## src/design/scba_pkg.sv

```systemverilog
// ----------------------------------------------------------------------------
// Size-class block allocator package
// Constants, payload types and sequencer states shared by the allocator files.
// ----------------------------------------------------------------------------
package scba_pkg;

   localparam int NUM_CLASSES     = 5;
   localparam int MIN_BLOCK       = 8;
   localparam int SLOTS_PER_CLASS = 32;

   // Each class owns a 4 KiB region of the byte address space.
   localparam int REGION_SHIFT    = 12;

   localparam int BYTES_W  = 16;
   localparam int ADDR_W   = 15;
   localparam int SIZE_OUT_W = 8;
   localparam int REGION_W = ADDR_W - REGION_SHIFT;

   localparam int LOG2_MIN_BLOCK = $clog2(MIN_BLOCK);
   localparam int SLOT_W   = $clog2(SLOTS_PER_CLASS);
   localparam int CNT_W    = $clog2(SLOTS_PER_CLASS + 1);
   localparam int CIDX_W   = (NUM_CLASSES > 1) ? $clog2(NUM_CLASSES) : 1;
   localparam int CLS_REQ_W = $clog2(NUM_CLASSES + 1);
   localparam int CLS_W    = (CLS_REQ_W > REGION_W) ? CLS_REQ_W : REGION_W;
   localparam int SIZE_W   = BYTES_W + 1;
   localparam int SHAMT_W  = $clog2(LOG2_MIN_BLOCK + (1 << CLS_W) + 1);
   localparam int RAM_DEPTH = NUM_CLASSES * SLOTS_PER_CLASS;
   localparam int RAM_AW   = (RAM_DEPTH > 1) ? $clog2(RAM_DEPTH) : 1;

   typedef enum logic {
      REQ_ALLOC = 1'b0,
      REQ_FREE  = 1'b1
   } scba_op_type;

   typedef struct packed {
      logic                req_type;
      logic [BYTES_W-1:0]  req_bytes;
      logic [ADDR_W-1:0]   free_addr;
   } scba_req_type;

   typedef struct packed {
      logic                  granted;
      logic [ADDR_W-1:0]     block_addr;
      logic [SIZE_OUT_W-1:0] block_bytes;
   } scba_rsp_type;

   typedef enum logic [2:0] {
      ST_IDLE,
      ST_SCAN,
      ST_RD,
      ST_FREE,
      ST_ADDR,
      ST_RESP
   } scba_state_type;

endpackage

```

## src/design/scba_ram.sv

```systemverilog
// ----------------------------------------------------------------------------
// Generic single-port-write RAM
// One write port and one read port with registered read data.
// ----------------------------------------------------------------------------
module scba_ram #(
   parameter int WIDTH = 8,
   parameter int DEPTH = 16
) (
   input  logic                                    clock,
   input  logic                                    wr_en,
   input  logic [((DEPTH > 1) ? $clog2(DEPTH) : 1)-1:0] wr_addr,
   input  logic [WIDTH-1:0]                        wr_data,
   input  logic                                    rd_en,
   input  logic [((DEPTH > 1) ? $clog2(DEPTH) : 1)-1:0] rd_addr,
   output logic [WIDTH-1:0]                        rd_data
);

   logic [WIDTH-1:0] mem_ff [DEPTH];
   logic [WIDTH-1:0] rd_data_ff;

   always_ff @(posedge clock) begin
      if (wr_en) begin
         mem_ff[wr_addr] <= wr_data;
      end
      if (rd_en) begin
         rd_data_ff <= mem_ff[rd_addr];
      end
   end

   assign rd_data = rd_data_ff;

endmodule

```

## src/design/size_class_block_allocator_unit.sv

```systemverilog
// ----------------------------------------------------------------------------
// Size-class block allocator
// Power-of-two size classes, each with a bump counter and a FIFO of freed
// slots kept in a shared RAM. One request is handled at a time by a small
// sequencer around a shared shifter.
// ----------------------------------------------------------------------------
// From request transfer to response valid: a free passes ST_FREE and ST_ADDR; an
// allocate passes ST_SCAN, then ST_ADDR from the bump counter or ST_RD and ST_ADDR
// from the freed-slot FIFO (one extra RAM read), with one ST_SCAN step for each class
// stepped over by the class scan. Failures finish when the check fails.
// Throughput: one request at a time; a new request is taken the cycle after
// the response transfer. Reset clears all counters and FIFO pointers at once.
module size_class_block_allocator_unit (
   input  logic                   clock,
   input  logic                   reset,
   input  logic                   req_valid,
   output logic                   req_ready,
   input  scba_pkg::scba_req_type req_data,
   output logic                   rsp_valid,
   input  logic                   rsp_ready,
   output scba_pkg::scba_rsp_type rsp_data
);

   scba_pkg::scba_state_type state_ff, state_in;
   scba_pkg::scba_req_type   req_ff, req_in;
   scba_pkg::scba_rsp_type   rsp_ff, rsp_in;

   logic [scba_pkg::CLS_W-1:0]  cls_ff, cls_in;
   logic [scba_pkg::SLOT_W-1:0] slot_ff, slot_in;

   logic [scba_pkg::CNT_W-1:0]  bump_count_ff [scba_pkg::NUM_CLASSES];
   logic [scba_pkg::CNT_W-1:0]  bump_count_in [scba_pkg::NUM_CLASSES];
   logic [scba_pkg::SLOT_W-1:0] fifo_head_ff  [scba_pkg::NUM_CLASSES];
   logic [scba_pkg::SLOT_W-1:0] fifo_head_in  [scba_pkg::NUM_CLASSES];
   logic [scba_pkg::SLOT_W-1:0] fifo_tail_ff  [scba_pkg::NUM_CLASSES];
   logic [scba_pkg::SLOT_W-1:0] fifo_tail_in  [scba_pkg::NUM_CLASSES];
   logic [scba_pkg::CNT_W-1:0]  fifo_count_ff [scba_pkg::NUM_CLASSES];
   logic [scba_pkg::CNT_W-1:0]  fifo_count_in [scba_pkg::NUM_CLASSES];

   logic                         req_fire;
   logic                         cls_ok;
   logic [scba_pkg::CIDX_W-1:0]  cls_idx;
   logic [scba_pkg::SIZE_W-1:0]  size_cur;
   logic                         fits;
   logic [scba_pkg::CNT_W-1:0]   bump_cur;
   logic [scba_pkg::SLOT_W-1:0]  head_cur;
   logic [scba_pkg::SLOT_W-1:0]  tail_cur;
   logic [scba_pkg::CNT_W-1:0]   count_cur;
   logic                         has_bump;
   logic                         has_fifo;
   logic                         fifo_full;

   // Shared shifter: slot offset to slot number on a free, slot number to
   // byte offset when forming the block address.
   logic                         shift_left;
   logic [scba_pkg::SHAMT_W-1:0] shift_amt;
   logic [scba_pkg::ADDR_W-1:0]  shift_opnd;
   logic [scba_pkg::ADDR_W-1:0]  shift_res;
   logic                         slot_ok;
   logic [scba_pkg::ADDR_W-1:0]  block_addr;

   logic                         ram_we;
   logic                         ram_re;
   logic [scba_pkg::RAM_AW-1:0]  ram_wr_addr;
   logic [scba_pkg::RAM_AW-1:0]  ram_rd_addr;
   logic [scba_pkg::SLOT_W-1:0]  ram_rd_data;

   assign req_ready = (state_ff == scba_pkg::ST_IDLE);
   assign rsp_valid = (state_ff == scba_pkg::ST_RESP);
   assign rsp_data  = rsp_ff;
   assign req_fire  = req_valid && req_ready;

   assign cls_ok   = (cls_ff < scba_pkg::CLS_W'(scba_pkg::NUM_CLASSES));
   assign cls_idx  = cls_ok ? cls_ff[scba_pkg::CIDX_W-1:0] : '0;
   assign size_cur = scba_pkg::SIZE_W'(scba_pkg::SIZE_W'(scba_pkg::MIN_BLOCK) << cls_ff);
   assign fits     = (size_cur >= scba_pkg::SIZE_W'(req_ff.req_bytes));

   assign bump_cur  = bump_count_ff[cls_idx];
   assign head_cur  = fifo_head_ff[cls_idx];
   assign tail_cur  = fifo_tail_ff[cls_idx];
   assign count_cur = fifo_count_ff[cls_idx];
   assign has_bump  = (bump_cur < scba_pkg::CNT_W'(scba_pkg::SLOTS_PER_CLASS));
   assign has_fifo  = (count_cur != '0);
   assign fifo_full = (count_cur >= scba_pkg::CNT_W'(scba_pkg::SLOTS_PER_CLASS));

   assign shift_left = (state_ff == scba_pkg::ST_ADDR);
   assign shift_amt  = scba_pkg::SHAMT_W'(scba_pkg::LOG2_MIN_BLOCK) +
                       scba_pkg::SHAMT_W'(cls_ff);
   assign shift_opnd = shift_left ?
                       scba_pkg::ADDR_W'(slot_ff) :
                       scba_pkg::ADDR_W'(req_ff.free_addr[scba_pkg::REGION_SHIFT-1:0]);
   assign shift_res  = shift_left ? (shift_opnd << shift_amt) : (shift_opnd >> shift_amt);
   assign slot_ok    = (shift_res < scba_pkg::ADDR_W'(scba_pkg::SLOTS_PER_CLASS));
   assign block_addr = scba_pkg::ADDR_W'(scba_pkg::ADDR_W'(cls_ff) << scba_pkg::REGION_SHIFT)
                       + shift_res;

   assign ram_wr_addr = scba_pkg::RAM_AW'(cls_idx) * scba_pkg::RAM_AW'(scba_pkg::SLOTS_PER_CLASS)
                        + scba_pkg::RAM_AW'(tail_cur);
   assign ram_rd_addr = scba_pkg::RAM_AW'(cls_idx) * scba_pkg::RAM_AW'(scba_pkg::SLOTS_PER_CLASS)
                        + scba_pkg::RAM_AW'(head_cur);

   // Next state.
   always_comb begin
      state_in = state_ff;
      case (state_ff)
         scba_pkg::ST_IDLE: begin
            if (req_fire) begin
               state_in = (req_data.req_type == scba_pkg::REQ_FREE) ?
                          scba_pkg::ST_FREE : scba_pkg::ST_SCAN;
            end
         end
         scba_pkg::ST_SCAN: begin
            if (!cls_ok) begin
               state_in = scba_pkg::ST_RESP;
            end else if (fits && has_bump) begin
               state_in = scba_pkg::ST_ADDR;
            end else if (fits && has_fifo) begin
               state_in = scba_pkg::ST_RD;
            end
         end
         scba_pkg::ST_RD: begin
            state_in = scba_pkg::ST_ADDR;
         end
         scba_pkg::ST_FREE: begin
            if (!cls_ok || !slot_ok || fifo_full) begin
               state_in = scba_pkg::ST_RESP;
            end else begin
               state_in = scba_pkg::ST_ADDR;
            end
         end
         scba_pkg::ST_ADDR: begin
            state_in = scba_pkg::ST_RESP;
         end
         scba_pkg::ST_RESP: begin
            if (rsp_ready) begin
               state_in = scba_pkg::ST_IDLE;
            end
         end
         default: begin
            state_in = scba_pkg::ST_IDLE;
         end
      endcase
   end

   // Datapath controls and next values.
   always_comb begin
      req_in        = req_ff;
      rsp_in        = rsp_ff;
      cls_in        = cls_ff;
      slot_in       = slot_ff;
      bump_count_in = bump_count_ff;
      fifo_head_in  = fifo_head_ff;
      fifo_tail_in  = fifo_tail_ff;
      fifo_count_in = fifo_count_ff;
      ram_we        = 1'b0;
      ram_re        = 1'b0;
      case (state_ff)
         scba_pkg::ST_IDLE: begin
            if (req_fire) begin
               req_in = req_data;
               if (req_data.req_type == scba_pkg::REQ_FREE) begin
                  cls_in = scba_pkg::CLS_W'(req_data.free_addr[scba_pkg::ADDR_W-1:
                                                               scba_pkg::REGION_SHIFT]);
               end else begin
                  cls_in = '0;
               end
            end
         end
         scba_pkg::ST_SCAN: begin
            // Block sizes grow with the class, so once a class fits every
            // later class fits too and one pass covers both searches.
            if (!cls_ok) begin
               rsp_in = '0;
            end else if (fits && has_bump) begin
               slot_in = bump_cur[scba_pkg::SLOT_W-1:0];
               bump_count_in[cls_idx] = bump_cur + 1'b1;
            end else if (fits && has_fifo) begin
               ram_re = 1'b1;
               fifo_head_in[cls_idx] =
                  (head_cur == scba_pkg::SLOT_W'(scba_pkg::SLOTS_PER_CLASS - 1)) ?
                  '0 : head_cur + 1'b1;
               fifo_count_in[cls_idx] = count_cur - 1'b1;
            end else begin
               cls_in = cls_ff + 1'b1;
            end
         end
         scba_pkg::ST_RD: begin
            slot_in = ram_rd_data;
         end
         scba_pkg::ST_FREE: begin
            if (!cls_ok || !slot_ok || fifo_full) begin
               rsp_in = '0;
            end else begin
               ram_we  = 1'b1;
               slot_in = shift_res[scba_pkg::SLOT_W-1:0];
               fifo_tail_in[cls_idx] =
                  (tail_cur == scba_pkg::SLOT_W'(scba_pkg::SLOTS_PER_CLASS - 1)) ?
                  '0 : tail_cur + 1'b1;
               fifo_count_in[cls_idx] = count_cur + 1'b1;
            end
         end
         scba_pkg::ST_ADDR: begin
            rsp_in.granted     = 1'b1;
            rsp_in.block_addr  = block_addr;
            rsp_in.block_bytes = size_cur[scba_pkg::SIZE_OUT_W-1:0];
         end
         default: begin
         end
      endcase
   end

   always_ff @(posedge clock) begin
      if (reset) begin
         state_ff      <= scba_pkg::ST_IDLE;
         bump_count_ff <= '{default: '0};
         fifo_head_ff  <= '{default: '0};
         fifo_tail_ff  <= '{default: '0};
         fifo_count_ff <= '{default: '0};
      end else begin
         state_ff      <= state_in;
         bump_count_ff <= bump_count_in;
         fifo_head_ff  <= fifo_head_in;
         fifo_tail_ff  <= fifo_tail_in;
         fifo_count_ff <= fifo_count_in;
      end
   end

   always_ff @(posedge clock) begin
      req_ff  <= req_in;
      rsp_ff  <= rsp_in;
      cls_ff  <= cls_in;
      slot_ff <= slot_in;
   end

   scba_ram #(
      .WIDTH (scba_pkg::SLOT_W),
      .DEPTH (scba_pkg::RAM_DEPTH)
   ) u_freed_slots (
      .clock   (clock),
      .wr_en   (ram_we),
      .wr_addr (ram_wr_addr),
      .wr_data (slot_in),
      .rd_en   (ram_re),
      .rd_addr (ram_rd_addr),
      .rd_data (ram_rd_data)
   );

endmodule

```

## config.mk

```make
export PLATFORM = sky130hd
export DESIGN_NAME = size_class_block_allocator_unit
export DESIGN_NICKNAME = d
export VERILOG_FILES = /design/src/design/scba_pkg.sv /design/src/design/scba_ram.sv /design/src/design/size_class_block_allocator_unit.sv
export SDC_FILE = /design/constraint.sdc
export NUM_CORES = 1
export LEC_CHECK = 0
export ABC_AREA = 1
export BUFFER_PORTS_ARGS = -buffer_cell sky130_fd_sc_hd__buf_2
export CAP_MARGIN = 20
export CORE_UTILIZATION = 40
export DETAILED_ROUTE_END_ITERATION = 10
export HOLD_SLACK_MARGIN = 0.12
export SLEW_MARGIN = 0
export SYNTH_ARGS = -nofsm -noshare
export SYNTH_HDL_FRONTEND = slang
export SYNTH_SLANG_ARGS = --single-unit
```

## constraint.sdc

```tcl
create_clock -name clock -period 7.4 [get_ports clock]
set_input_delay 0.74 -clock clock [delete_from_list [all_inputs] [get_ports clock]]
set_output_delay 0.74 -clock clock [all_outputs]
set_load 0.05 [all_outputs]
```

==> out/results.ini <==
[drt]
drtAntennaViolNets=0
dr_total_vias=30041
wl_per_cell_um=20.6
dr.pass1.iters=9
via_per_inst=5.39
first_iter_violations=3284
postRouteWirelength_um=115000
drcViolationCount=12

[floorplan]
fp.dieW_um=329
dieArea_um2=108000
num_rows=119
initial_utilization=0.405
die_h_um=329
io_pins=62
core_area_um2=106000

[clocking]
clk_path_buf_depth=3
clkLatencyLatePin_ns=0.67
root_buffer=clkbuf_16
clock_sink_count=975
cts_setup_buffers=0
cts_buffers=102
postCtsResizedCells=0
htreeDepth=3
postCtsHoldBufs=0
clkTransAtPathRegs_ns=0.06
cts_tree=done

[sta]
tightest_slew_ns=1.14
fin_tns_setup_ns=0
finalSetupViolCount=0
skew_ns=0.0226
timing.fmax_mhz=162
hold_viol=0
timing.final.max_slew_violations=0
min_period_ns=6.17
hold_ws_ns=0.246
period_share=0.834
rsz0062_at_grt=no
slew_headroom=0.240

[logic_synthesis]
synth_top_area_share=0.600
synth_common_cells=edfxtp_1, nand2_1, inv_1, nand3_1, nor2_1
synth_area_leaders=edfxtp_1, nand3_1, dfxtp_1
synth.most_common_cell=edfxtp_1
synthCells=4116
syn_avg_cell_area_um2=10.4
synth-edff-count=857
synth_top_area_cell=edfxtp_1
ys_async_sr_fraction=0
syn_area_um2=42900
synth-seq-cells=975
synth.distinct_cells=51
yosys_warnings=0
ys_seq_area_frac=0.655
synthFlopType=edfxtp_1

[critical_path]
r2r_end=u_freed_slots.mem_ff[142][3]
start_kind=register
arrival_ns=6.65
path_cells=nand2_1, nand2_1, inv_2, nand2_1, nand4_1, nor2_1, nand2_1, nor2_1, nand2_1, nor2_4, nand2_2, nor2_4, buf_4, nand2_1, nand3_1, nand2_1, nand2_4, buf_4
required_ns=7.88
critical-path-top-delay-family=simple AND/OR/NAND/NOR gates
cp_common_cell=nand2_1
cp-startpoint=cls_ff[0]
timing.critical_path.buf_inv=3
crit_type=register to register
r2r-start=cls_ff[0]
endpoint_kind=register
slowest_delay_ns=1.11
critical_path.slowest_cell=edfxtp_1
rr_worst_depth=18
cp_max_fo=63
worst-r2r-setup-slack_ns=1.23

[grt]
grt_overflow=0
grt_antenna_before_repair=2
track_usage=0.211
grt_first_pass_wirelength_um=174000
grt_max_degree=229
grt_pass1_vias=28503

[run_status]
status=finished, violations left
violations=design-rule violations

[flow_run]
cap_violations=0

[cells_and_area]
drive_gt1_frac=0.0820
final_area_um2=47700
area_delta_synth_final_pct=11.4
fillers=9846
n_antenna_cell=0
final_nets=4158

[min_path]
worstHoldPathType=input pin to register
hold_depth=1
hold_start=req_data[4]
hold_path_end=req_ff[4]

[placement]
portBuffers=58
placed_area_um2=44500
post-dp-hpwl_um=68000
place_congestion=0.876

[pwr]
vdd_drop_max_uv=433
leakagePower_nw=18.3
powerDensity_nw_per_um2=448

==> power by group <==
| part | internal, mW | switching (mW) |
|---|---|---|
| clock network | 2.94 | 2.12 |
| registers | 7.06 | 0.121 |
| logic | 2.30 | 6.83 |
| total | 12.3 | 9.08 |
==> layout make-up <==
type                            instances  area (µm²)  share of cell area
Tap cell                             1391        1740              0.0364
Timing Repair Buffer                  111         826              0.0173
Clock inverter                         69         597              0.0125
Sequential cell                       975       28100               0.588
Multi-Input combinational cell       2363       11800               0.246
Clock buffer                          122        2690              0.0564
Inverter                              542        2050              0.0429
==> placed cells by master (no fill, tap or decap), types with 3 or more instances in the layout <==
master / n
inv_2: 16
xor2_1: 8
nand2_1: 615
o21ai_1: 11
edfxtp_1: 857
inv_1: 519
nor2_4: 7
nand3_4: 3
clkinv_1: 36
buf_12: 11
nand3_1: 498
o21bai_1: 43
dfxtp_1: 118
clkinvlp_4: 4
nor3_1: 22
buf_2: 58
inv_6: 5
a21oi_1: 94
clkbuf_16: 105
nand2_2: 12
ha_1: 26
clkbuf_1: 17
nand4_1: 50
or2_2: 28
a22oi_1: 3
o211ai_1: 169
clkinv_2: 19
nand2_4: 4
conb_1: 3
bufinv_16: 10
buf_4: 42
o22ai_1: 14
nor2_2: 9
o21ai_0: 347
nand3b_1: 4
nor2_1: 366
==> per-layer routing <==
| metal | share of wire | vias up | GRT usage |
|---|---|---|---|
| met2 | 0.46 | 1133 | 0.338 |
| met1 | 0.44 | 14565 | 0.295 |
| li1 | - | 14149 | - |
| met3 | 0.075 | 194 | 0.0353 |
| met5 | 0 | - | 0 |
| met4 | 0.026 | 0 | 0.0599 |
==> flip-flops by register name (all words and copies together) (netlist names), named ones only <==
register               count
u_freed_slots.rd_data      5
bump_count_ff             30
u_freed_slots.mem_ff     800
fifo_count_ff             25
state_ff                   3
cls_ff                     3
fifo_head_ff              25
req_ff                    28
fifo_tail_ff              25
rsp_data                  21
slot_ff                    5
==> worst max-delay path by stage <==
stage / cells after the start / to
floorplan: 15 / u_freed_slots.mem_ff[0][0]
global placement: 18 / u_freed_slots.mem_ff[128][3]
detailed placement: 18 / u_freed_slots.mem_ff[158][3]
CTS: 18 / u_freed_slots.mem_ff[52][3]
global route: 19 / u_freed_slots.mem_ff[128][3]
finish: 18 / u_freed_slots.mem_ff[142][3]
==> metrics by stage <==
stage          power, mW  setup WS [ns]  utilization  instances
6_report            21.4           1.23        0.452       5573
5_1_grt             22.5          0.832        0.452       5573
4_1_cts             21.4           1.34        0.452       5573
3_5_place_dp        16.4           1.36        0.421       5382
3_3_place_gp        16.3           1.48        0.421       5382
2_1_floorplan       13.3          0.964            -       4118
==> logic make-up after synthesis <==
logic type	synth area share
AO/OA/AOI/OAI	0.0957
XOR/XNOR	0.00204
adder cells (fa/ha/maj)	0.00806
buffers and inverters	0.0725
flip-flops	0.655
other	0.0000875
AND/OR/NAND/NOR	0.166
No activity file was read; power rests on OpenSTA's default activity.
